`src/hw/rtl/motion_zone_hit_detector_defines.svh`:
```
// Assertion macros for the motion zone hit detector.
// Expects clk and rst_n in the scope of each use; defining NO_ASSERTIONS removes them.
`ifndef MOTION_ZONE_HIT_DETECTOR_DEFINES_SVH
`define MOTION_ZONE_HIT_DETECTOR_DEFINES_SVH
`ifndef NO_ASSERTIONS
// Check a property on every rising clock edge outside reset.
`define MZD_ASSERT(lbl, prop, msg) \
    lbl: assert property (@(posedge clk) disable iff (!rst_n) prop) else $error(msg);
// Check that a condition implies another in the next cycle.
`define MZD_ASSERT_NEXT(lbl, ante, cons, msg) \
    lbl: assert property (@(posedge clk) disable iff (!rst_n) (ante) |=> (cons)) \
        else $error(msg);
`else
`define MZD_ASSERT(lbl, prop, msg)
`define MZD_ASSERT_NEXT(lbl, ante, cons, msg)
`endif
`endif

```
`src/hw/rtl/mzd_pkg.sv`:
```
// Shared types and constants of the motion zone hit detector.
// No dependencies; the RTL modules of the block use it, mzd_stream_if does not.
package mzd_pkg;

    localparam int ZONES_DEF    = 8;
    localparam int RPZ_DEF      = 4;
    localparam int GRID_MAX     = 64;
    localparam int MASK_W       = 8;
    localparam int CNT_W        = 4;
    localparam int ZIDX_W       = 3;
    localparam int CFG_IDX_W    = 3;
    localparam int CFG_DATA_W   = 24;

    typedef enum logic [1:0] {
        REQ_RECT = 2'd0,
        REQ_CELL = 2'd1,
        REQ_EOF  = 2'd2
    } req_kind_t;

    typedef enum logic [CFG_IDX_W-1:0] {
        CFG_ACTIVE_ZONES = 3'd0,
        CFG_ALERT_MASK   = 3'd1,
        CFG_RECT_COUNTS  = 3'd2,
        CFG_GRID_WIDTH   = 3'd3,
        CFG_GRID_HEIGHT  = 3'd4
    } cfg_index_t;

    typedef struct packed {
        logic [1:0]        req_type;
        logic [2:0]        zone_index;
        logic [1:0]        rect_index;
        logic signed [7:0] rect_x;
        logic signed [7:0] rect_y;
        logic [7:0]        rect_w;
        logic [7:0]        rect_h;
        logic [5:0]        cell_x;
        logic [5:0]        cell_y;
        logic              cell_motion;
    } req_t;

    typedef struct packed {
        logic [MASK_W-1:0] hit_mask;
        logic [CNT_W-1:0]  hit_count;
    } rsp_t;

    typedef struct packed {
        logic [CFG_IDX_W-1:0]  reg_index;
        logic [CFG_DATA_W-1:0] wdata;
    } cfg_wr_t;

    typedef struct packed {
        logic signed [7:0] x;
        logic signed [7:0] y;
        logic [7:0]        w;
        logic [7:0]        h;
    } rect_t;

    typedef struct packed {
        logic [3:0]  active_zones;
        logic [7:0]  alert_mask;
        logic [23:0] rect_counts;
        logic [6:0]  grid_width;
        logic [6:0]  grid_height;
    } cfg_state_t;

endpackage

```
`src/hw/rtl/mzd_rect_mem.sv`:
```
// Rectangle table: one write port, one read port with a registered read.
// Depends on mzd_pkg for the entry layout.
module mzd_rect_mem #(
    parameter int DEPTH = 32,
    parameter int AW    = 5
) (
    input  logic           clk,
    input  logic           wr_en,
    input  logic [AW-1:0]  wr_addr,
    input  mzd_pkg::rect_t wr_data,
    input  logic           rd_en,
    input  logic [AW-1:0]  rd_addr,
    output mzd_pkg::rect_t rd_data
);

    mzd_pkg::rect_t rect_mem [DEPTH];
    mzd_pkg::rect_t rd_data_reg;

    assign rd_data = rd_data_reg;

    always_ff @(posedge clk)
    begin
        if (wr_en)
        begin
            rect_mem[wr_addr] <= wr_data;
        end
        if (rd_en)
        begin
            rd_data_reg <= rect_mem[rd_addr];
        end
    end

endmodule

```
`config.mk`:
```
export PLATFORM = sky130hd
export DESIGN_NAME = mzd_rect_mem
export DESIGN_NICKNAME = d
export VERILOG_FILES = /design/src/hw/rtl/motion_zone_hit_detector_defines.svh /design/src/hw/rtl/mzd_pkg.sv /design/src/hw/rtl/mzd_rect_mem.sv
export SDC_FILE = /design/constraint.sdc
export NUM_CORES = 1
export LEC_CHECK = 0
export BUFFER_PORTS_ARGS = -buffer_cell sky130_fd_sc_hd__buf_4
export CAP_MARGIN = 5
export CORE_MARGIN = 10
export CORE_UTILIZATION = 55
export DETAILED_ROUTE_END_ITERATION = 12
export HOLD_SLACK_MARGIN = 0.08
export PLACE_DENSITY = 0.85
export SLEW_MARGIN = 20
export SYNTH_ARGS = -nofsm -noshare
export SYNTH_HDL_FRONTEND = slang
export SYNTH_SLANG_ARGS = --single-unit
```
`constraint.sdc`:
```
create_clock -name clk -period 3.2 [get_ports clk]
set_clock_uncertainty 0.15 [all_clocks]
set_input_delay 0.64 -clock clk [delete_from_list [all_inputs] [get_ports clk]]
set_output_delay 0.64 -clock clk [all_outputs]
set_load 0.01 [all_outputs]
```
==> metrics.csv <==
stage;metric;value;unit
setup_path;path_max_fanout;31;
flow_run;drv_cap;0;
place;portBuffers;76;
setup_path;r2r_slack;1490;ps
die;core;73200;µm²
pwr;p_int;0.0222;W
logic_synthesis;postSynthCellCount;2260;
sta;finalMaxSlewViolations;0;
global_routing;grt_max_degree;68;
clock_network;cts_resized;0;
die;die_h;292;µm
route;drc_errors;0;
clock_network;cts.clk_slew.worst_paths;70;ps
clock_network;cts-root-buf;clkbuf_16;
die;row_count;99;
finish;design_area;46600;µm²
setup_path;worstSetupStartpointType;input pin;
setup_path;crit_chain;buf_8 > buf_12 > buf_4 > mux2i_1 > a22oi_1 > nand3_1 > nand3_1;
sta;maxSlewHeadroom;33.6;%
sta;rsz0062_at_grt;false;
pwr;power.switching;0.00607;W
finish;final_nets;2446;
route;drt_iter0_drc;3405;
global_routing;overflow;0;
die;die_area;85500;µm²
sta;setup_viol;0;
logic_synthesis;mappedNetlistArea;40800;µm²
finish;stdcell_count;3442;
finish;n_fill_cell;4519;
global_routing;grt_pass1_wl;148000;µm
place;hpwl;53100;µm
sta;worstMarginPinSlew;995;ps
global_routing;grtUsageTotal;23.2;%
finish;layout_commonest_cell;edfxtp_1;
run_status;status;finished clean;
clock_network;hold_buffers;0;
finish;areaGrowthSynthToFinish;14.1;%
pwr;pwr-share-seq;54.9;%
pwr;peakVddDrop;0.455;mV
clock_network;cts_tree;yes;
setup_path;max_stage_delay;330;ps
pwr;leakage;16.2;nW
route;vias_per_cell;6.56;
sta;worst_slack;999;ps
clock_network;clk_latency;660;ps
setup_path;cpMaxStageDelayCell;mux2i_1;
sta;final-hold-violation-count;0;
hold_path;holdCritPathClass;input pin to flip-flop;
pwr;p_per_area;607;nW/µm²
setup_path;cp.arrival;2430;ps
logic_synthesis;synth_nets;2305;
pwr;swShare;21.5;%
place;dpl-instance-area;43500;µm²
finish;layout_common_cells;1,056 x edfxtp_1, 512 x mux2i_1, 112 x buf_4;
setup_path;r2r_cells;5;
clock_network;clk_path_buf_depth;3;
clock_network;numClockSinks;1056;
finish;n_antenna_cell;0;
route;wl_per_cell;29.4;µm
finish;largest_register_ffs;1024;
die;io_pins;77;
pwr;comb_power_share;5.4;%
clock_network;cts_max_level;3;
global_routing;grt_pass1_vias;23049;
setup_path;crit_top_cell;nand3_1;
clock_network;cts_buffers;97;
route;dr_total_vias;22573;
logic_synthesis;yosysWarnings;0;
hold_path;min_path_cells;1;
logic_synthesis;yosysUniqueCellTypes;24;
setup_path;path_class;input pin to flip-flop;
die;start_util;55.7;%
setup_path;cp-end-kind;flip-flop;
route;antenna_left;0;
logic_synthesis;ys_seq_elements;1056;
place;place_congestion;0.810;
place;dp.cells;3261;
sta;fin_crit;2200;ps
logic_synthesis;syn-mean-instance-area;18.1;µm²
setup_path;critical_path_required;3430;ps
die;dieWidth;292;µm
logic_synthesis;ys_seq_area_share;77.7;%
route;routed_wl;101000;µm
pwr;p_clk_share;39.8;%
route;dr.pass1.iters;6;
finish;drive_gt1_share;14.3;%
clock_network;cts_setup_buffers;0;
global_routing;grt_antenna_before_repair;1;
sta;finalCritPeriodShare;68.8;%
place;preCtsSetupSlack;448;ps
sta;clock.fmax;454;MHz
-- power groups by stage --
stage,Clock [W],Combinational [W],Sequential [W]
floorplan,0,0.000795,0.0158
global placement,0,0.00141,0.0158
detailed placement,0,0.00148,0.0158
CTS,0.0113,0.00150,0.0155
global route,0.0119,0.00160,0.0155
finish,0.0112,0.00151,0.0155
-- critical path, delay by kind of cell --
family,cells,cell delay [ps]
AND/OR/NAND/NOR,2,330
multiplexers,1,330
buffers and inverters,3,890
AO/OA/AOI/OAI,1,190
-- synth_stat cells --
master,instances,area share (%)
and2_1,1,0.015
nor3_1,32,0.39
clkbuf_1,46,0.42
nand3b_1,5,0.092
a31oi_1,32,0.49
mux2i_1,512,13
nand2b_1,2,0.031
nor2_1,34,0.31
a22oi_1,96,1.8
buf_4,33,0.61
a22o_1,64,1.4
edfxtp_1,1056,78
nand2_1,98,0.90
clkbuf_4,2,0.037
nand3_1,98,1.2
or2_2,1,0.015
or3_1,1,0.015
nor2b_1,1,0.015
and2b_1,1,0.018
buf_1,5,0.046
buf_2,26,0.32
buf_6,15,0.41
a21oi_1,96,1.2
or3b_2,3,0.064
-- metal layers --
metal / up-vias / part of all wire (%) / global-route usage (%)
met5: - / 0.018 / 0
met4: 2 / 4.4 / 10.7
met3: 320 / 10 / 4.22
met2: 1654 / 50 / 38.8
met1: 11318 / 36 / 29.2
li1: 9279 / - / -
-- stage by stage --
stage          utilization [%]  total power [W]  hold slack [ps]  TNS, ps
6_report                  63.6           0.0283              231        0
5_1_grt                   63.6           0.0290              236        0
4_1_cts                   63.6           0.0283              204        0
3_5_place_dp              59.4           0.0173              515        0
3_3_place_gp              59.4           0.0172              504        0
2_1_floorplan                -           0.0166              479    -5230
-- kinds of logic after synthesis --
kind of cell	synth area share, %
flops	77.7
mux	12.6
compound gates	4.81
simple gates	3.08
buf+inv	1.85
-- final cells by class --
type / instances / area [µm²] / share of cell area, %
clock buffers: 114 / 2510 / 5.39
clock inverters: 67 / 568 / 1.22
multi-input cells: 1077 / 8610 / 18.5
flip-flops and latches: 1056 / 31700 / 68.1
well taps: 959 / 1200 / 2.58
repair buffers: 169 / 1980 / 4.24
-- worst paths after layout --
check,start,end
setup / recovery,rd_addr[0],rd_data[13]
hold / removal,wr_data[30],rect_mem[14][30]
setup reg to reg,rect_mem[7][12],rd_data[12]
hold reg to reg,rect_mem[10][22],rd_data[22]
(Power assumes the default switching activity.)
