===== config.mk =====
export PLATFORM = sky130hd
export DESIGN_NAME = mzd_match
export DESIGN_NICKNAME = d
export VERILOG_FILES = /design/src/hw/rtl/motion_zone_hit_detector_defines.svh /design/src/hw/rtl/mzd_pkg.sv /design/src/hw/rtl/mzd_match.sv
export SDC_FILE = /design/constraint.sdc
export NUM_CORES = 1
export LEC_CHECK = 0
export BUFFER_PORTS_ARGS = -buffer_cell sky130_fd_sc_hd__buf_2
export CORE_ASPECT_RATIO = 0.5
export CORE_MARGIN = 2
export CORE_UTILIZATION = 46
export DETAILED_ROUTE_END_ITERATION = 7
export GPL_ROUTABILITY_DRIVEN = 0
export PLACE_DENSITY_LB_ADDON = 0.1
export SYNTH_ARGS = -nofsm -noshare
export SYNTH_HDL_FRONTEND = slang
export SYNTH_SLANG_ARGS = --single-unit

===== constraint.sdc =====
create_clock -name vclk -period 8.5
set_clock_uncertainty 0.1 [all_clocks]
set_input_delay 1.7 -clock vclk [all_inputs]
set_output_delay 1.7 -clock vclk [all_outputs]
set_load 0.01 [all_outputs]

===== src/hw/rtl/motion_zone_hit_detector_defines.svh =====
// Assertion macros for the motion zone hit detector.
// Expects clk and rst_n in the scope of each use; defining NO_ASSERTIONS removes them.
`ifndef MOTION_ZONE_HIT_DETECTOR_DEFINES_SVH
`define MOTION_ZONE_HIT_DETECTOR_DEFINES_SVH
`ifndef NO_ASSERTIONS
// Check a property on every rising clock edge outside reset.
`define MZD_ASSERT(lbl, prop, msg) \
    lbl: assert property (@(posedge clk) disable iff (!rst_n) prop) else $error(msg);
// Check that a condition implies another in the next cycle.
`define MZD_ASSERT_NEXT(lbl, ante, cons, msg) \
    lbl: assert property (@(posedge clk) disable iff (!rst_n) (ante) |=> (cons)) \
        else $error(msg);
`else
`define MZD_ASSERT(lbl, prop, msg)
`define MZD_ASSERT_NEXT(lbl, ante, cons, msg)
`endif
`endif


===== src/hw/rtl/mzd_pkg.sv =====
// Shared types and constants of the motion zone hit detector.
// No dependencies; the RTL modules of the block use it, mzd_stream_if does not.
package mzd_pkg;

    localparam int ZONES_DEF    = 8;
    localparam int RPZ_DEF      = 4;
    localparam int GRID_MAX     = 64;
    localparam int MASK_W       = 8;
    localparam int CNT_W        = 4;
    localparam int ZIDX_W       = 3;
    localparam int CFG_IDX_W    = 3;
    localparam int CFG_DATA_W   = 24;

    typedef enum logic [1:0] {
        REQ_RECT = 2'd0,
        REQ_CELL = 2'd1,
        REQ_EOF  = 2'd2
    } req_kind_t;

    typedef enum logic [CFG_IDX_W-1:0] {
        CFG_ACTIVE_ZONES = 3'd0,
        CFG_ALERT_MASK   = 3'd1,
        CFG_RECT_COUNTS  = 3'd2,
        CFG_GRID_WIDTH   = 3'd3,
        CFG_GRID_HEIGHT  = 3'd4
    } cfg_index_t;

    typedef struct packed {
        logic [1:0]        req_type;
        logic [2:0]        zone_index;
        logic [1:0]        rect_index;
        logic signed [7:0] rect_x;
        logic signed [7:0] rect_y;
        logic [7:0]        rect_w;
        logic [7:0]        rect_h;
        logic [5:0]        cell_x;
        logic [5:0]        cell_y;
        logic              cell_motion;
    } req_t;

    typedef struct packed {
        logic [MASK_W-1:0] hit_mask;
        logic [CNT_W-1:0]  hit_count;
    } rsp_t;

    typedef struct packed {
        logic [CFG_IDX_W-1:0]  reg_index;
        logic [CFG_DATA_W-1:0] wdata;
    } cfg_wr_t;

    typedef struct packed {
        logic signed [7:0] x;
        logic signed [7:0] y;
        logic [7:0]        w;
        logic [7:0]        h;
    } rect_t;

    typedef struct packed {
        logic [3:0]  active_zones;
        logic [7:0]  alert_mask;
        logic [23:0] rect_counts;
        logic [6:0]  grid_width;
        logic [6:0]  grid_height;
    } cfg_state_t;

endpackage


===== src/hw/rtl/mzd_match.sv =====
// Coverage test of one stored rectangle against the current motion cell.
// Depends on mzd_pkg; yields a one-hot zone hit or zero.
module mzd_match #(
    parameter int RECTS_PER_ZONE = 4,
    parameter int SW             = 2
) (
    input  logic                          rd_valid,
    input  mzd_pkg::rect_t                rect,
    input  logic [mzd_pkg::ZIDX_W-1:0]    zone,
    input  logic [SW-1:0]                 slot,
    input  logic [5:0]                    cell_x,
    input  logic [5:0]                    cell_y,
    input  mzd_pkg::cfg_state_t           cfg_state,
    output logic [mzd_pkg::MASK_W-1:0]    hit_vec
);

    logic signed [9:0] cx;
    logic signed [9:0] cy;
    logic signed [9:0] x0;
    logic signed [9:0] y0;
    logic signed [9:0] x1;
    logic signed [9:0] y1;
    logic [2:0]        zone_rects;
    logic [3:0]        zone_lim;
    logic              in_rect;
    logic              zone_on;

    assign cx = signed'({4'b0000, cell_x});
    assign cy = signed'({4'b0000, cell_y});
    assign x0 = 10'(rect.x);
    assign y0 = 10'(rect.y);
    assign x1 = x0 + signed'({2'b00, rect.w});
    assign y1 = y0 + signed'({2'b00, rect.h});

    assign in_rect = (cx >= x0) && (cx < x1) && (cy >= y0) && (cy < y1);

    // Slots at or past the zone's count (saturated at the table row size) are unused.
    assign zone_rects = cfg_state.rect_counts[3*zone +: 3];
    assign zone_lim   = ({1'b0, zone_rects} > 4'(RECTS_PER_ZONE))
                        ? 4'(RECTS_PER_ZONE) : {1'b0, zone_rects};
    assign zone_on    = ({1'b0, zone} < cfg_state.active_zones)
                        && cfg_state.alert_mask[zone]
                        && (4'(slot) < zone_lim);

    always_comb
    begin
        hit_vec = '0;
        if (rd_valid && zone_on && in_rect)
        begin
            hit_vec[zone] = 1'b1;
        end
    end

endmodule

==> summary.md <==
| Metric | Value |
|---|---|
| Area growth from synthesis to layout | `28.8%` |
| RSZ-0062 raised after global routing | `false` |
| CP Capture Type | `output pin` |
| CP max FO | `8` |
| DRC viols | `0` |
| Layout cells sized above 1 | `32.8%` |
| Slew HR | `about 71%` |
| DP HPWL | `4.04 mm` |
| Startpoint Class | `input pin` |
| Layout clock buffer count | `0` |
| Dpl ws | `2.12 ns` |
| GR Overflow Total | `0` |
| Cells after Synth | `about 230` |
| PnR worst setup slack | `2.07 ns` |
| Fin. max-slew vios | `0` |
| Lkg Pwr | `about 1.2 nW` |
| Initial antenna violation count | `0` |
| Die Y | `47.7 um` |
| Final Instance Area | `between 0.002 and 0.0025 mm^2` |
| Util after Layout | `63.9%` |
| Diode count | `0` |
| IO Count | `108` |
| CP arrival | `4.63 ns` |
| Multi-input logic area | `0.00163 mm^2` |
| Measured slew at the worst slew-check pin | `0.419 ns` |
| Period utilization | `75.6%` |
| Mapped Avg Cell Area | `7.79 um^2` |
| Vias in the first global route | `1854` |
| Critical path class | `input pin to output pin` |
| DRT antenna net count | `0` |
| Fmax | `156 MHz` |
| Synthesized cell area | `about 0.0018 mm^2` |
| Worst min-delay path class | `input pin to output pin` |
| First-pass GRT wire length | `roughly 7.3 mm` |
| Status | `completed` |
| Required time of the critical path | `6.70 ns` |
| Yosys warnings | `0` |
| Tmin final | `6.43 ns` |
| Final hold vios | `0` |
| Seq. cell area | `0 um^2` |
| Hold buffer count at cts | `0` |
| Total power | `0.127 mW` |
| Core area | `approximately 0.0035 mm^2` |
| Largest net degree at the start of global routing | `24` |
| Drt initial violations | `29` |
| GRT Total Usage | `20.0%` |
| Power per Cell Area | `between 50 and 60 mW/mm^2` |
| DP Area | `between 0.002 and 0.0025 mm^2` |
| Port bufs | `94` |
| Finished Layout Cells | `365` |
| # Post-CTS Setup Buffers | `0` |
| DRT Wirelength | `4.56 mm` |
| FFs & Latches | `0` |
| Synthesized net count | `371` |
| Synth unique cells | `54` |
| Detailed-route via count | `around 2000` |
| First-pass DRT Iterations | `4` |
| Setup TNS | `0 ns` |
| Fillers | `344` |
| Max-cap violations | `0` |
| Vias/cell | `5.36` |
| NumNets Final | `around 460` |
| Max IR drop VDD | `33.8 uV` |
| Hold slack | `3.82 ns` |
| Area of the die | `0.00437 mm^2` |
| DP Cell Count | `365` |
| Die width | `91.5 um` |
| Num rows | `15` |
| Seq/Total Area, Yosys | `0%` |
| Count of final setup violators | `0` |
| Starting Density | `49.6%` |
| CTS resizes | `0` |
| DR WL/cell | `12.5 um` |
## logic make-up (layout without fill, tap and decap cells)
kind of cell    count (synthesis)  after routing  share of synthesized area (%)
compound gates                 70             70                           29.4
simple gates                   58             58                           18.2
xor+xnor                        9              9                           4.48
buf+inv                        33            121                           7.32
mux                            11             11                           7.75
fa+ha+maj                      45             45                           32.8
## worst max-delay path: stages
cell and delay [ns]:
buf_2 0.09, ha_1 0.20, inv_1 0.07, fa_1 0.40, nor2b_1 0.17, o21ai_0 0.09
nand2b_1 0.09, xnor2_1 0.12, ha_1 0.26, a21oi_1 0.17, nor2b_1 0.06, o32ai_1 0.36
o32a_1 0.27, o211ai_4 0.13, nor4b_2 0.26, buf_2 0.18
## cells in the final DEF (no fill, tap or decap), types with 2 or more instances in the layout
cell,synthesis,layout
o21a_1,2,2
nor2b_1,6,6
o21bai_1,3,3
nand3b_1,3,3
nor2_1,8,8
buf_2,4,94
xor2_1,5,5
xnor2_1,4,4
o21ai_0,14,14
a41oi_1,2,2
a21oi_1,16,16
nand3_1,5,5
fa_1,2,2
o311ai_0,2,2
a211oi_1,5,5
o2bb2ai_1,2,2
mux2i_1,8,8
nand2b_1,8,8
nor3_1,4,4
a21o_1,2,2
mux4_2,2,2
nor4_1,4,4
nand2_1,14,14
o221ai_1,2,2
inv_1,27,27
ha_1,43,43
## per-layer routing
layer  up-vias  GRT usage [%]  routed length [um]  share of wire, %
met4         0          0.909                   0                 0
li1       1033              -                   -                 -
met5         -              0                   0                 0
met3         0          0.787                 166               3.6
met2        45           44.4                2280                50
met1       878           23.6                2120                46
## worst paths after layout
path                  startpoint         end  slack (ns)  cells past startpoint
worst max-delay path    rect[24]  hit_vec[1]        2.07                     16
worst min-delay path     zone[0]  hit_vec[5]        3.82                      4
## cells in the mapped netlist, types with 2 or more instances
master	count	area [um^2]
o221ai_1	2	17.5
o21bai_1	3	22.5
nand3b_1	3	22.5
ha_1	43	538
o21ai_0	14	70.1
xnor2_1	4	35.0
fa_1	2	40.0
a21oi_1	16	80.1
o21a_1	2	15.0
buf_2	4	20.0
mux4_2	2	45.0
nand2_1	14	52.6
clkbuf_1	2	7.51
a41oi_1	2	17.5
a21o_1	2	15.0
nor4_1	4	25.0
o2bb2ai_1	2	17.5
nor2_1	8	30.0
o311ai_0	2	17.5
nand2b_1	8	50.1
inv_1	27	101
nor3_1	4	20.0
nor2b_1	6	37.5
a211oi_1	5	37.5
xor2_1	5	43.8
nand3_1	5	25.0
mux2i_1	8	80.1
## report_power, final
group          internal, mW  switching (mW)  leakage, nW
sequential                0               0            0
clock                     0               0            0
combinational        0.0621          0.0650         1.20
## area by class of cell
| type | count | share of cell area (%) |
|---|---|---|
| inverter | 27 | 4.47 |
| multi-input combinational | 193 | 72.0 |
| tap | 51 | 2.81 |
| timing repair buffer | 94 | 20.8 |
Note: power is estimated with default switching activity, not from simulation.
